[config.mk]
export PLATFORM = sky130hd
export DESIGN_NAME = modular_inverse_unit
export DESIGN_NICKNAME = d
export VERILOG_FILES = /design/src/rtl/core/mi_pkg.sv /design/src/rtl/core/modular_inverse_unit.sv
export SDC_FILE = /design/constraint.sdc
export NUM_CORES = 1
export LEC_CHECK = 0
export ABC_AREA = 1
export BUFFER_PORTS_ARGS = -buffer_cell sky130_fd_sc_hd__buf_2
export CAP_MARGIN = 40
export CORE_AREA = 2 2 162 164
export CTS_BUF_LIST = sky130_fd_sc_hd__clkbuf_4 sky130_fd_sc_hd__clkbuf_8
export DETAILED_ROUTE_END_ITERATION = 8
export DIE_AREA = 0 0 164 166
export PLACE_DENSITY = 0.68
export SLEW_MARGIN = 5
export SYNTH_ARGS = -nofsm -noshare
export SYNTH_HDL_FRONTEND = slang
export SYNTH_SLANG_ARGS = --single-unit
[constraint.sdc]
create_clock -name i_clk -period 10.75 [get_ports i_clk]
set_input_delay 1.075 -clock i_clk [delete_from_list [all_inputs] [get_ports i_clk]]
set_output_delay 1.075 -clock i_clk [all_outputs]
set_load 0.02 [all_outputs]
[src/rtl/core/mi_pkg.sv]
`timescale 1ns / 1ps

package mi_pkg;

    // Modulus register width and coefficient width (modulus plus sign)
    localparam int MOD_BITS = 15;
    localparam int COEF_BITS = MOD_BITS + 1;
    localparam logic [MOD_BITS-1:0] MOD_RESET = 15'd2;
    localparam logic [MOD_BITS-1:0] MOD_MIN = 15'd2;

    // Register indexes on the configuration port
    localparam logic REG_MODULUS = 1'b0;

    // Microprogram addresses
    localparam int UA_BITS = 2;
    localparam logic [UA_BITS-1:0] UA_IDLE = 2'd0;
    localparam logic [UA_BITS-1:0] UA_STEP = 2'd1;
    localparam logic [UA_BITS-1:0] UA_DONE = 2'd2;

    typedef enum logic [1:0] {
        OP_NOP,
        OP_LOAD,
        OP_STEP,
        OP_FINISH
    } t_op;

    typedef enum logic [1:0] {
        C_ALWAYS,
        C_NO_BEAT,
        C_MORE,
        C_OUT_FULL
    } t_cond;

    typedef struct packed {
        t_op                op;
        t_cond              cond;
        logic [UA_BITS-1:0] jump;
        logic [UA_BITS-1:0] seq;
    } t_uword;

    // Control store: next = cond ? jump : seq
    function automatic t_uword ucode_rom(input logic [UA_BITS-1:0] addr);
        t_uword w;
        case (addr)
            UA_IDLE: w = '{op: OP_LOAD,   cond: C_NO_BEAT,  jump: UA_IDLE, seq: UA_STEP};
            UA_STEP: w = '{op: OP_STEP,   cond: C_MORE,     jump: UA_STEP, seq: UA_DONE};
            UA_DONE: w = '{op: OP_FINISH, cond: C_OUT_FULL, jump: UA_DONE, seq: UA_IDLE};
            default: w = '{op: OP_NOP,    cond: C_ALWAYS,   jump: UA_IDLE, seq: UA_IDLE};
        endcase
        return w;
    endfunction

endpackage

[src/rtl/core/modular_inverse_unit.sv]
`timescale 1ns / 1ps

// Modular inverse of a signed operand against the programmed modulus, found
// by extended Euclid driven from a three-word microprogram. An item is loaded,
// run through the shifted-subtract steps of the Euclid loop, and then its result
// is formed: each step takes the largest v*2^k that fits under u, and a large
// operand takes extra steps to reduce. The single shared subtract/compare unit
// serves every step. One item is in flight at a time; a new one is taken while
// the previous result still waits at the output. no_inverse is raised for a zero
// operand, when gcd(|a|, m) > 1, and for a modulus below two.
module modular_inverse_unit #(
    parameter int WIDTH = 16
) (
    input  logic                        i_clk,
    input  logic                        i_rst_n,
    input  logic                        i_valid,
    output logic                        o_stall,
    input  logic signed [WIDTH-1:0]     i_value,
    output logic                        o_valid,
    input  logic                        i_stall,
    output logic [mi_pkg::MOD_BITS-1:0] o_inverse,
    output logic                        o_no_inverse,
    input  logic                        psel,
    input  logic                        penable,
    input  logic                        pwrite,
    input  logic [2:0]                  paddr,
    input  logic [31:0]                 pwdata,
    output logic [31:0]                 prdata,
    output logic                        pready
);
    import mi_pkg::*;

    localparam int RW = (WIDTH > MOD_BITS) ? WIDTH : MOD_BITS;
    localparam int KW = $clog2(RW);

    logic [MOD_BITS-1:0]  r_mod;
    logic [UA_BITS-1:0]   r_upc, n_upc;
    logic [RW-1:0]        r_ra, r_rb;
    logic [COEF_BITS-1:0] r_ta, r_tb;
    logic                 r_neg;
    logic                 r_out_valid;
    logic [MOD_BITS-1:0]  r_inverse;
    logic                 r_no_inv;

    t_uword uw;
    logic   in_beat, out_full, cond_hit;

    // Configuration port
    assign pready = 1'b1;
    assign prdata = (paddr[2] == REG_MODULUS) ? {{(32-MOD_BITS){1'b0}}, r_mod} : 32'd0;

    always_ff @(posedge i_clk) begin
        if (!i_rst_n) begin
            r_mod <= MOD_RESET;
        end else if (psel && penable && pwrite && pready && paddr[2] == REG_MODULUS) begin
            r_mod <= pwdata[MOD_BITS-1:0];
        end
    end

    // Handshake
    assign o_stall = (r_upc != UA_IDLE);
    assign in_beat = i_valid && !o_stall;
    assign out_full = r_out_valid && i_stall;
    assign o_valid = r_out_valid;
    assign o_inverse = r_inverse;
    assign o_no_inverse = r_no_inv;

    // Operand magnitude and sign
    logic            in_neg;
    logic [WIDTH-1:0] in_mag;
    logic [RW-1:0]   mag_w, mod_w;

    assign in_neg = i_value[WIDTH-1];
    assign in_mag = in_neg ? (~i_value + WIDTH'(1)) : i_value;
    assign mag_w = RW'(in_mag);
    assign mod_w = RW'(r_mod);

    // Shifted-subtract step: largest k with rb*2^k <= ra
    logic [2*RW-1:0]      ra_x;
    logic [KW-1:0]        k;
    logic [RW-1:0]        ra_sub;
    logic [COEF_BITS-1:0] ta_sub;
    logic                 sub_lt;
    logic                 more;

    always_comb begin
        ra_x = {{RW{1'b0}}, r_ra};
        k = '0;
        for (int i = 0; i < RW; i++) begin
            if (({{RW{1'b0}}, r_rb} << i) <= ra_x) begin
                k = KW'(i);
            end
        end
        ra_sub = r_ra - (r_rb << k);
        ta_sub = r_ta - (r_tb << k);
        sub_lt = (ra_sub < r_rb);
        more = (r_rb != '0) && (!sub_lt || ra_sub != '0);
    end

    // Result forming
    logic [COEF_BITS-1:0] x_pos, inv_full;
    logic                 none;

    always_comb begin
        x_pos = r_ta[COEF_BITS-1] ? (r_ta + COEF_BITS'(r_mod)) : r_ta;
        inv_full = r_neg ? (COEF_BITS'(r_mod) - x_pos) : x_pos;
        none = (r_ra != RW'(1)) || (r_mod < MOD_MIN);
    end

    // Sequencer: fetch the control word and pick the next address
    always_comb begin
        uw = ucode_rom(r_upc);
        case (uw.cond)
            C_ALWAYS:   cond_hit = 1'b1;
            C_NO_BEAT:  cond_hit = !in_beat;
            C_MORE:     cond_hit = more;
            C_OUT_FULL: cond_hit = out_full;
            default:    cond_hit = 1'b1;
        endcase
        n_upc = cond_hit ? uw.jump : uw.seq;
    end

    always_ff @(posedge i_clk) begin
        if (!i_rst_n) begin
            r_upc <= UA_IDLE;
        end else begin
            r_upc <= n_upc;
        end
    end

    // Datapath driven by the control word
    always_ff @(posedge i_clk) begin
        case (uw.op)
            OP_LOAD: begin
                if (in_beat) begin
                    r_neg <= in_neg;
                    // keep the larger remainder in a
                    if (mag_w > mod_w) begin
                        r_ra <= mag_w;
                        r_ta <= COEF_BITS'(1);
                        r_rb <= mod_w;
                        r_tb <= '0;
                    end else begin
                        r_ra <= mod_w;
                        r_ta <= '0;
                        r_rb <= mag_w;
                        r_tb <= COEF_BITS'(1);
                    end
                end
            end
            OP_STEP: begin
                if (r_rb != '0) begin
                    if (sub_lt) begin
                        r_ra <= r_rb;
                        r_ta <= r_tb;
                        r_rb <= ra_sub;
                        r_tb <= ta_sub;
                    end else begin
                        r_ra <= ra_sub;
                        r_ta <= ta_sub;
                    end
                end
            end
            OP_FINISH: begin
                if (!out_full) begin
                    r_inverse <= none ? '0 : inv_full[MOD_BITS-1:0];
                    r_no_inv <= none;
                end
            end
            default: begin
            end
        endcase
    end

    // Output beat register
    always_ff @(posedge i_clk) begin
        if (!i_rst_n) begin
            r_out_valid <= 1'b0;
        end else if (uw.op == OP_FINISH && !out_full) begin
            r_out_valid <= 1'b1;
        end else if (!i_stall) begin
            r_out_valid <= 1'b0;
        end
    end

    // Checks
    a_none_zero: assert property (@(posedge i_clk) disable iff (!i_rst_n)
        o_valid && o_no_inverse |-> o_inverse == '0)
        else $error("no-inverse beat carries a nonzero value");

    a_inv_range: assert property (@(posedge i_clk) disable iff (!i_rst_n)
        o_valid && !o_no_inverse |-> o_inverse != '0 && o_inverse < r_mod)
        else $error("inverse outside 1..m-1");

    a_order: assert property (@(posedge i_clk) disable iff (!i_rst_n)
        r_upc == UA_STEP |-> r_ra >= r_rb)
        else $error("Euclid remainders out of order");

    a_start: assert property (@(posedge i_clk) disable iff (!i_rst_n)
        in_beat |=> r_upc == UA_STEP)
        else $error("accepted beat did not start the loop");

endmodule

* Yosys cells after proc, flatten, opt, wreduce, memory -nomap -nowiden
Cells that the tools add are included.
** Word-level totals
- Register bits :: 99
- Latch bits :: 0
- RAM bits :: 0
- Memory bits (read-only) :: 0
- Input port bits :: 58
- Output and inout port bits :: 51
- Logic and storage cells :: 118
- Memories :: 0
** Operators by class
- Add/subtract/negate cells :: 5
- Multiply operators :: 0
- Divide/modulo/power cells :: 0
- $lt $le $gt $ge :: 18
- Equality and inequality tests :: 13
- Shifts and indexed selects :: 2
- Muxes and demuxes :: 44
- Bitwise logic cells :: 3
- Reduce and logical (&&, ||, !) cells :: 23
** Operators with widths (number)
- $mux 16 :: 15
- $pmux 16 s2 :: 4
- $mux 15 :: 3
- $mux 4 :: 8
- $reduce_bool 16->1 :: 2
- $shl 16x4->16 :: 2
- $sub 16x16->16 :: 2
- $le 31x16->1 :: 1
- $le 30x16->1 :: 1
- $le 29x16->1 :: 1
- $le 28x16->1 :: 1
- $le 27x16->1 :: 1
- $le 26x16->1 :: 1
- $le 25x16->1 :: 1
- $le 24x16->1 :: 1
- $pmux 8 s3 :: 1
- $le 23x16->1 :: 1
- $le 22x16->1 :: 1
- $le 21x16->1 :: 1
- $le 20x16->1 :: 1
- $le 19x16->1 :: 1
- $le 18x16->1 :: 1
- $le 17x16->1 :: 1
- $add 16x2->16 const B :: 1
- 24 further kinds :: 55

* Depth between registers and ports, before layout
- Word-level depth :: 24
- Depth in mapped cells :: 64
- Depth with buffers taken out :: 62

* Worst setup path before layout
No wires, ideal clock.
- Path type :: register to register
- Start :: reg r_ra[15]
- End :: reg r_rb[0], enable pin
- Setup time :: 0.436 ns
- Data arrival time :: 7.661 ns
- Data required time :: 10.314 ns
- Setup slack :: 2.653 ns
- Cell stages (with the launch flop) :: 53
- Path buffers :: 3
- Clock period less this slack :: 8.097 ns
- Cells stage by stage :: edfxtp_1 -> inv_1 -> ha_1 -> a21oi_1 -> nand3_1 -> a21oi_1 -> a21oi_2 -> nand2_1 -> nand2_1 -> nand2_1 -> nand2_1 -> nand2_1 -> nand2_1 -> nand2_1 -> nand2_1 -> nand2_1 -> nand2_1 -> nand2_1 -> (+17 left out) -> inv_1 -> o21ai_1 -> nand2_1 -> nand3_1 -> nand2_1 -> a21oi_1 -> o21bai_1 -> xor2_1 -> nand3_1 -> nand2_2 -> inv_1 -> ha_1 -> a21oi_1 -> o21ai_0 -> a21oi_1 -> nand2_1 -> clkbuf_1 -> a22oi_1
** Between the ends
- Longest elaborated chain between the ends :: 21
- Elaborated cells between the ends (all ways) :: 35
- Classes of those cells :: 1 x add/sub; 16 x order compare; 1 x eq/ne; 1 x shift; 15 x mux; 1 x reduce/logical
** RTL lines
- start, declared :: RTL line modular_inverse_unit.sv:38 : logic [RW-1:0] r_ra, r_rb;
- start signal, assigned :: RTL line modular_inverse_unit.sv:139 : r_ra <= mag_w;
- start signal, assigned :: RTL line modular_inverse_unit.sv:144 : r_ra <= mod_w;
- start signal, assigned :: RTL line modular_inverse_unit.sv:154 : r_ra <= r_rb;
- $le 17x16->1 :: RTL line modular_inverse_unit.sv:90 : if (({{RW{1'b0}}, r_rb} << i) <= ra_x) begin
- $mux 1 :: RTL line modular_inverse_unit.sv:90
- $mux 2 (2 in a row) :: RTL line modular_inverse_unit.sv:90
- $mux 3 (4 in a row) :: RTL line modular_inverse_unit.sv:90
- $mux 4 (8 in a row) :: RTL line modular_inverse_unit.sv:90
- $shl 16x4->16 :: RTL line modular_inverse_unit.sv:94 : ra_sub = r_ra - (r_rb << k);
- $sub 16x16->16 (*) :: RTL line modular_inverse_unit.sv:94
- $lt 16x16->1 (*) :: RTL line modular_inverse_unit.sv:96 : sub_lt = (ra_sub < r_rb);
- $ne 2x2->1 (no source line) (*)
- $reduce_and 4->1 (no source line) (*)
- end signal, assigned :: RTL line modular_inverse_unit.sv:141 : r_rb <= mod_w;
- end signal, assigned :: RTL line modular_inverse_unit.sv:146 : r_rb <= mag_w;
- end signal, assigned :: RTL line modular_inverse_unit.sv:156 : r_rb <= ra_sub;
- end, declared :: RTL line modular_inverse_unit.sv:38
Every way passes the cells marked *; elsewhere a longest branch is shown, timed or not.
A chain may end at the register's enable or synchronous reset.

* Final worst setup path
- Start :: reg r_ra[14]
- End :: reg r_rb[13], enable pin
The elaborated chain is that of the path after synthesis.

==> summary.txt <==
Worst setup path
  – Largest stage delay on the critical path: 0.55 ns
  – Startpoint type of the worst setup path: flip-flop
  – Crit Path Max Fanout: 38
  – CP Capture Type: flip-flop
  – Crit path DAT: 8.80 ns
  – Reg2Reg Depth: 47
  – Cell mode on critical path: nand2_1
  – Req. time, crit path: 10.78 ns
  – CP Class: reg2reg
  – Slowest cell on crit path: inv_1

Detailed routing
  – WL/cell: 17.5 microns
  – Avg Vias per Cell: 5.72
  – Violation count after the first detailed-route iteration: 1024
  – Post-DRT Antenna Nets: 0
  – Number of detailed-routing iterations run before antenna repair: 5
  – DRC: 0
  – Routed via count: 12220
  – Post-Route WL: 37400 microns

Clocking
  – Max Buffers Root-to-Sink: 2
  – CTS Buf Count: 9
  – Post-CTS Resized: 0
  – CTS tree: built
  – H-tree depth: 3
  – Postcts setup bufs: 0
  – Worst skew pair latency: 0.40 ns
  – Count of clock tree sinks: 99
  – Root buf cell: clkbuf_8
  – Hold-fix buffers, CTS: 0
  – Register clock-pin slew on the reported worst setup and hold paths: 0.11 ns

Hold path
  – Hold path cells: 2
  – Min-Delay Path Class: reg2reg

Synth
  – Mean Syn Cell Area: 7.19 sq um
  – Post-synth ARST share: 0
  – Top post-synthesis cells by area: ha_1 (21%), edfxtp_1 (19%), nand2_1 (10%), a21oi_1 (6.3%), inv_1 (6.2%)
  – Top-area cell type share of the netlist area: 0.208
  – Post-Synthesis Cells: 1750
  – Number of flops mapped to enable cells by yosys: 81
  – Synth Flop Type: edfxtp_1
  – Flop and latch count out of synthesis: 99
  – Mapped Area: 0.0126 sq mm
  – Synth warn: 0
  – Sequential cell area fraction in the yosys report: 0.222
  – Largest area contributor in the netlist: ha_1
  – Distinct cell type count of the synthesized netlist: 56

GRT
  – Total GRT Usage: 0.278
  – Largest net degree at the start of global routing: 45
  – First-pass GRT wire length: 60200 microns
  – Vias in the first global route: 11825
  – Initial antenna violation count: 0
  – GRT overflow: 0

Final layout
  – Most frequent cells in the layout: nand2_1 (344), inv_1 (209), ha_1 (209)
  – Final Net Count: 2068
  – Diode count: 0
  – Most common cell after layout, fill and taps aside: nand2_1
  – Area Growth Syn to Fin: 6.72%
  – Layout cell share with drive strength beyond 1: 0.0871
  – Fillers: 2488

Timing
  – Unrepaired setup endpoints after global routing: no
  – Maximum achievable frequency: 114 MHz
  – Final Cycle Share: 0.816
  – Final Hold Vio Count: 0
  – Slew margin rel.: 0.376
  – Clock skew: 0.0224 ns
  – Fin Setup TNS: 0 ns
  – Final min period: 8.77 ns
  – Final setup viols: 0
  – Slew @ Worst Pin: 0.936 ns
  – Final max-slew violation count: 0

Floorplanning
  – Ports: 109
  – Starting Density: 0.491
  – Die W: 164 microns
  – Die Area: 0.0272 sq mm
  – Core Area: 0.0256 sq mm
  – Height of the die: 166 microns
  – FP Rows: 59

Status
  – Outcome: finished, final reports clean

Job
  – MaxCap Viol Count: 0

Place
  – Port bufs: 71
  – DP HPWL: 28200 microns
  – GPL Wtd Cong: 0.958
through the flow:
step | utilization | std cells | area (sq um) | hold WS, ns | setup slack (ns)
final | 0.524 | 2137 | 13400 | 0.484 | 1.98
after global routing | 0.524 | 2137 | 13400 | 0.509 | 1.27
after CTS | 0.524 | 2137 | 13400 | 0.484 | 2.11
after detailed placement | 0.516 | 2121 | 13200 | 0.466 | 2.14
after global placement | 0.513 | 2117 | 13100 | 0.459 | 2.20
after floorplan | - | 1766 | 12600 | 0.510 | 2.65
state kept, by name, indices dropped and copies added (netlist names):
signal / count
r_rb: 16
o_valid: 1
r_ra: 16
r_neg: 1
o_no_inverse: 1
r_mod: 15
r_upc: 2
r_ta: 16
o_inverse: 15
r_tb: 16
worst max-delay path: cells and delay by family, from the launching register on:
kind            cells  cell delay [ns]
simple gates       20             2.27
flops               1             0.48
compound gates     15             2.22
buf+inv             8             2.29
xor+xnor            1             0.19
fa+ha+maj           3             0.95
worst paths after layout:
| path | start | endpoint | slack [ns] |
|---|---|---|---|
| hold reg to reg | o_valid$_SDFFE_PN0P_ | o_valid$_SDFFE_PN0P_ | 0.48 |
| hold / removal | o_valid$_SDFFE_PN0P_ | o_valid$_SDFFE_PN0P_ | 0.48 |
| setup / recovery | r_ra[14]$_DFFE_PP_ | r_rb[13]$_DFFE_PP_ | 1.98 |
| setup reg to reg | r_ra[14]$_DFFE_PP_ | r_rb[13]$_DFFE_PP_ | 1.98 |
cells by family (layout without fill, tap and decap cells):
family	count (synthesis)	count (layout)	share of synthesized area
XOR/XNOR	54	54	0.0376
other	2	18	0.000597
AO/OA/AOI/OAI	423	423	0.197
flip-flops	99	99	0.222
adder cells (fa/ha/maj)	213	213	0.214
multiplexers	2	2	0.00159
buffers and inverters	289	325	0.0959
AND/OR/NAND/NOR	668	668	0.231
routing by layer:
layer,routed length [microns],vias to the layer above,share of wire,track usage
met1,16700,5580,0.45,0.376
li1,-,6121,-,-
met2,17000,427,0.45,0.451
met4,1430,0,0.038,0.117
met3,2370,92,0.063,0.0297
met5,0,-,0,0
layout make-up:
type / instances / area (sq um) / share of cell area
clock buffers: 9 / 124 / 0.00922
repair buffers: 87 / 523 / 0.0389
clock inverters: 7 / 85.1 / 0.00633
flip-flops and latches: 99 / 2790 / 0.208
inverters: 222 / 835 / 0.0621
multi-input cells: 1378 / 8660 / 0.644
well taps: 335 / 419 / 0.0312
cell usage after synthesis, types with 4 or more instances:
cell type,count
a2bb2oi_1,5
o21bai_1,18
nor2_4,4
o21a_1,6
o21ai_1,24
ha_1,209
clkbuf_1,36
dfxtp_1,18
edfxtp_1,81
xor2_1,48
inv_2,8
nand2_4,4
nor3_1,29
o22ai_1,7
nand2_2,8
clkinv_1,4
nor2_1,148
a31oi_1,7
buf_2,6
fa_1,4
buf_4,22
a21o_1,6
nand3_1,69
a21oi_1,159
inv_1,209
a22oi_1,17
nand2_1,344
nand4_1,24
o221ai_1,19
nor4_1,11
nor2_2,9
o211ai_1,34
xnor2_1,6
o21ai_0,108
Power is not shown: default switching activity piles up to over one toggle a cycle in this logic, so the estimate is an artifact.
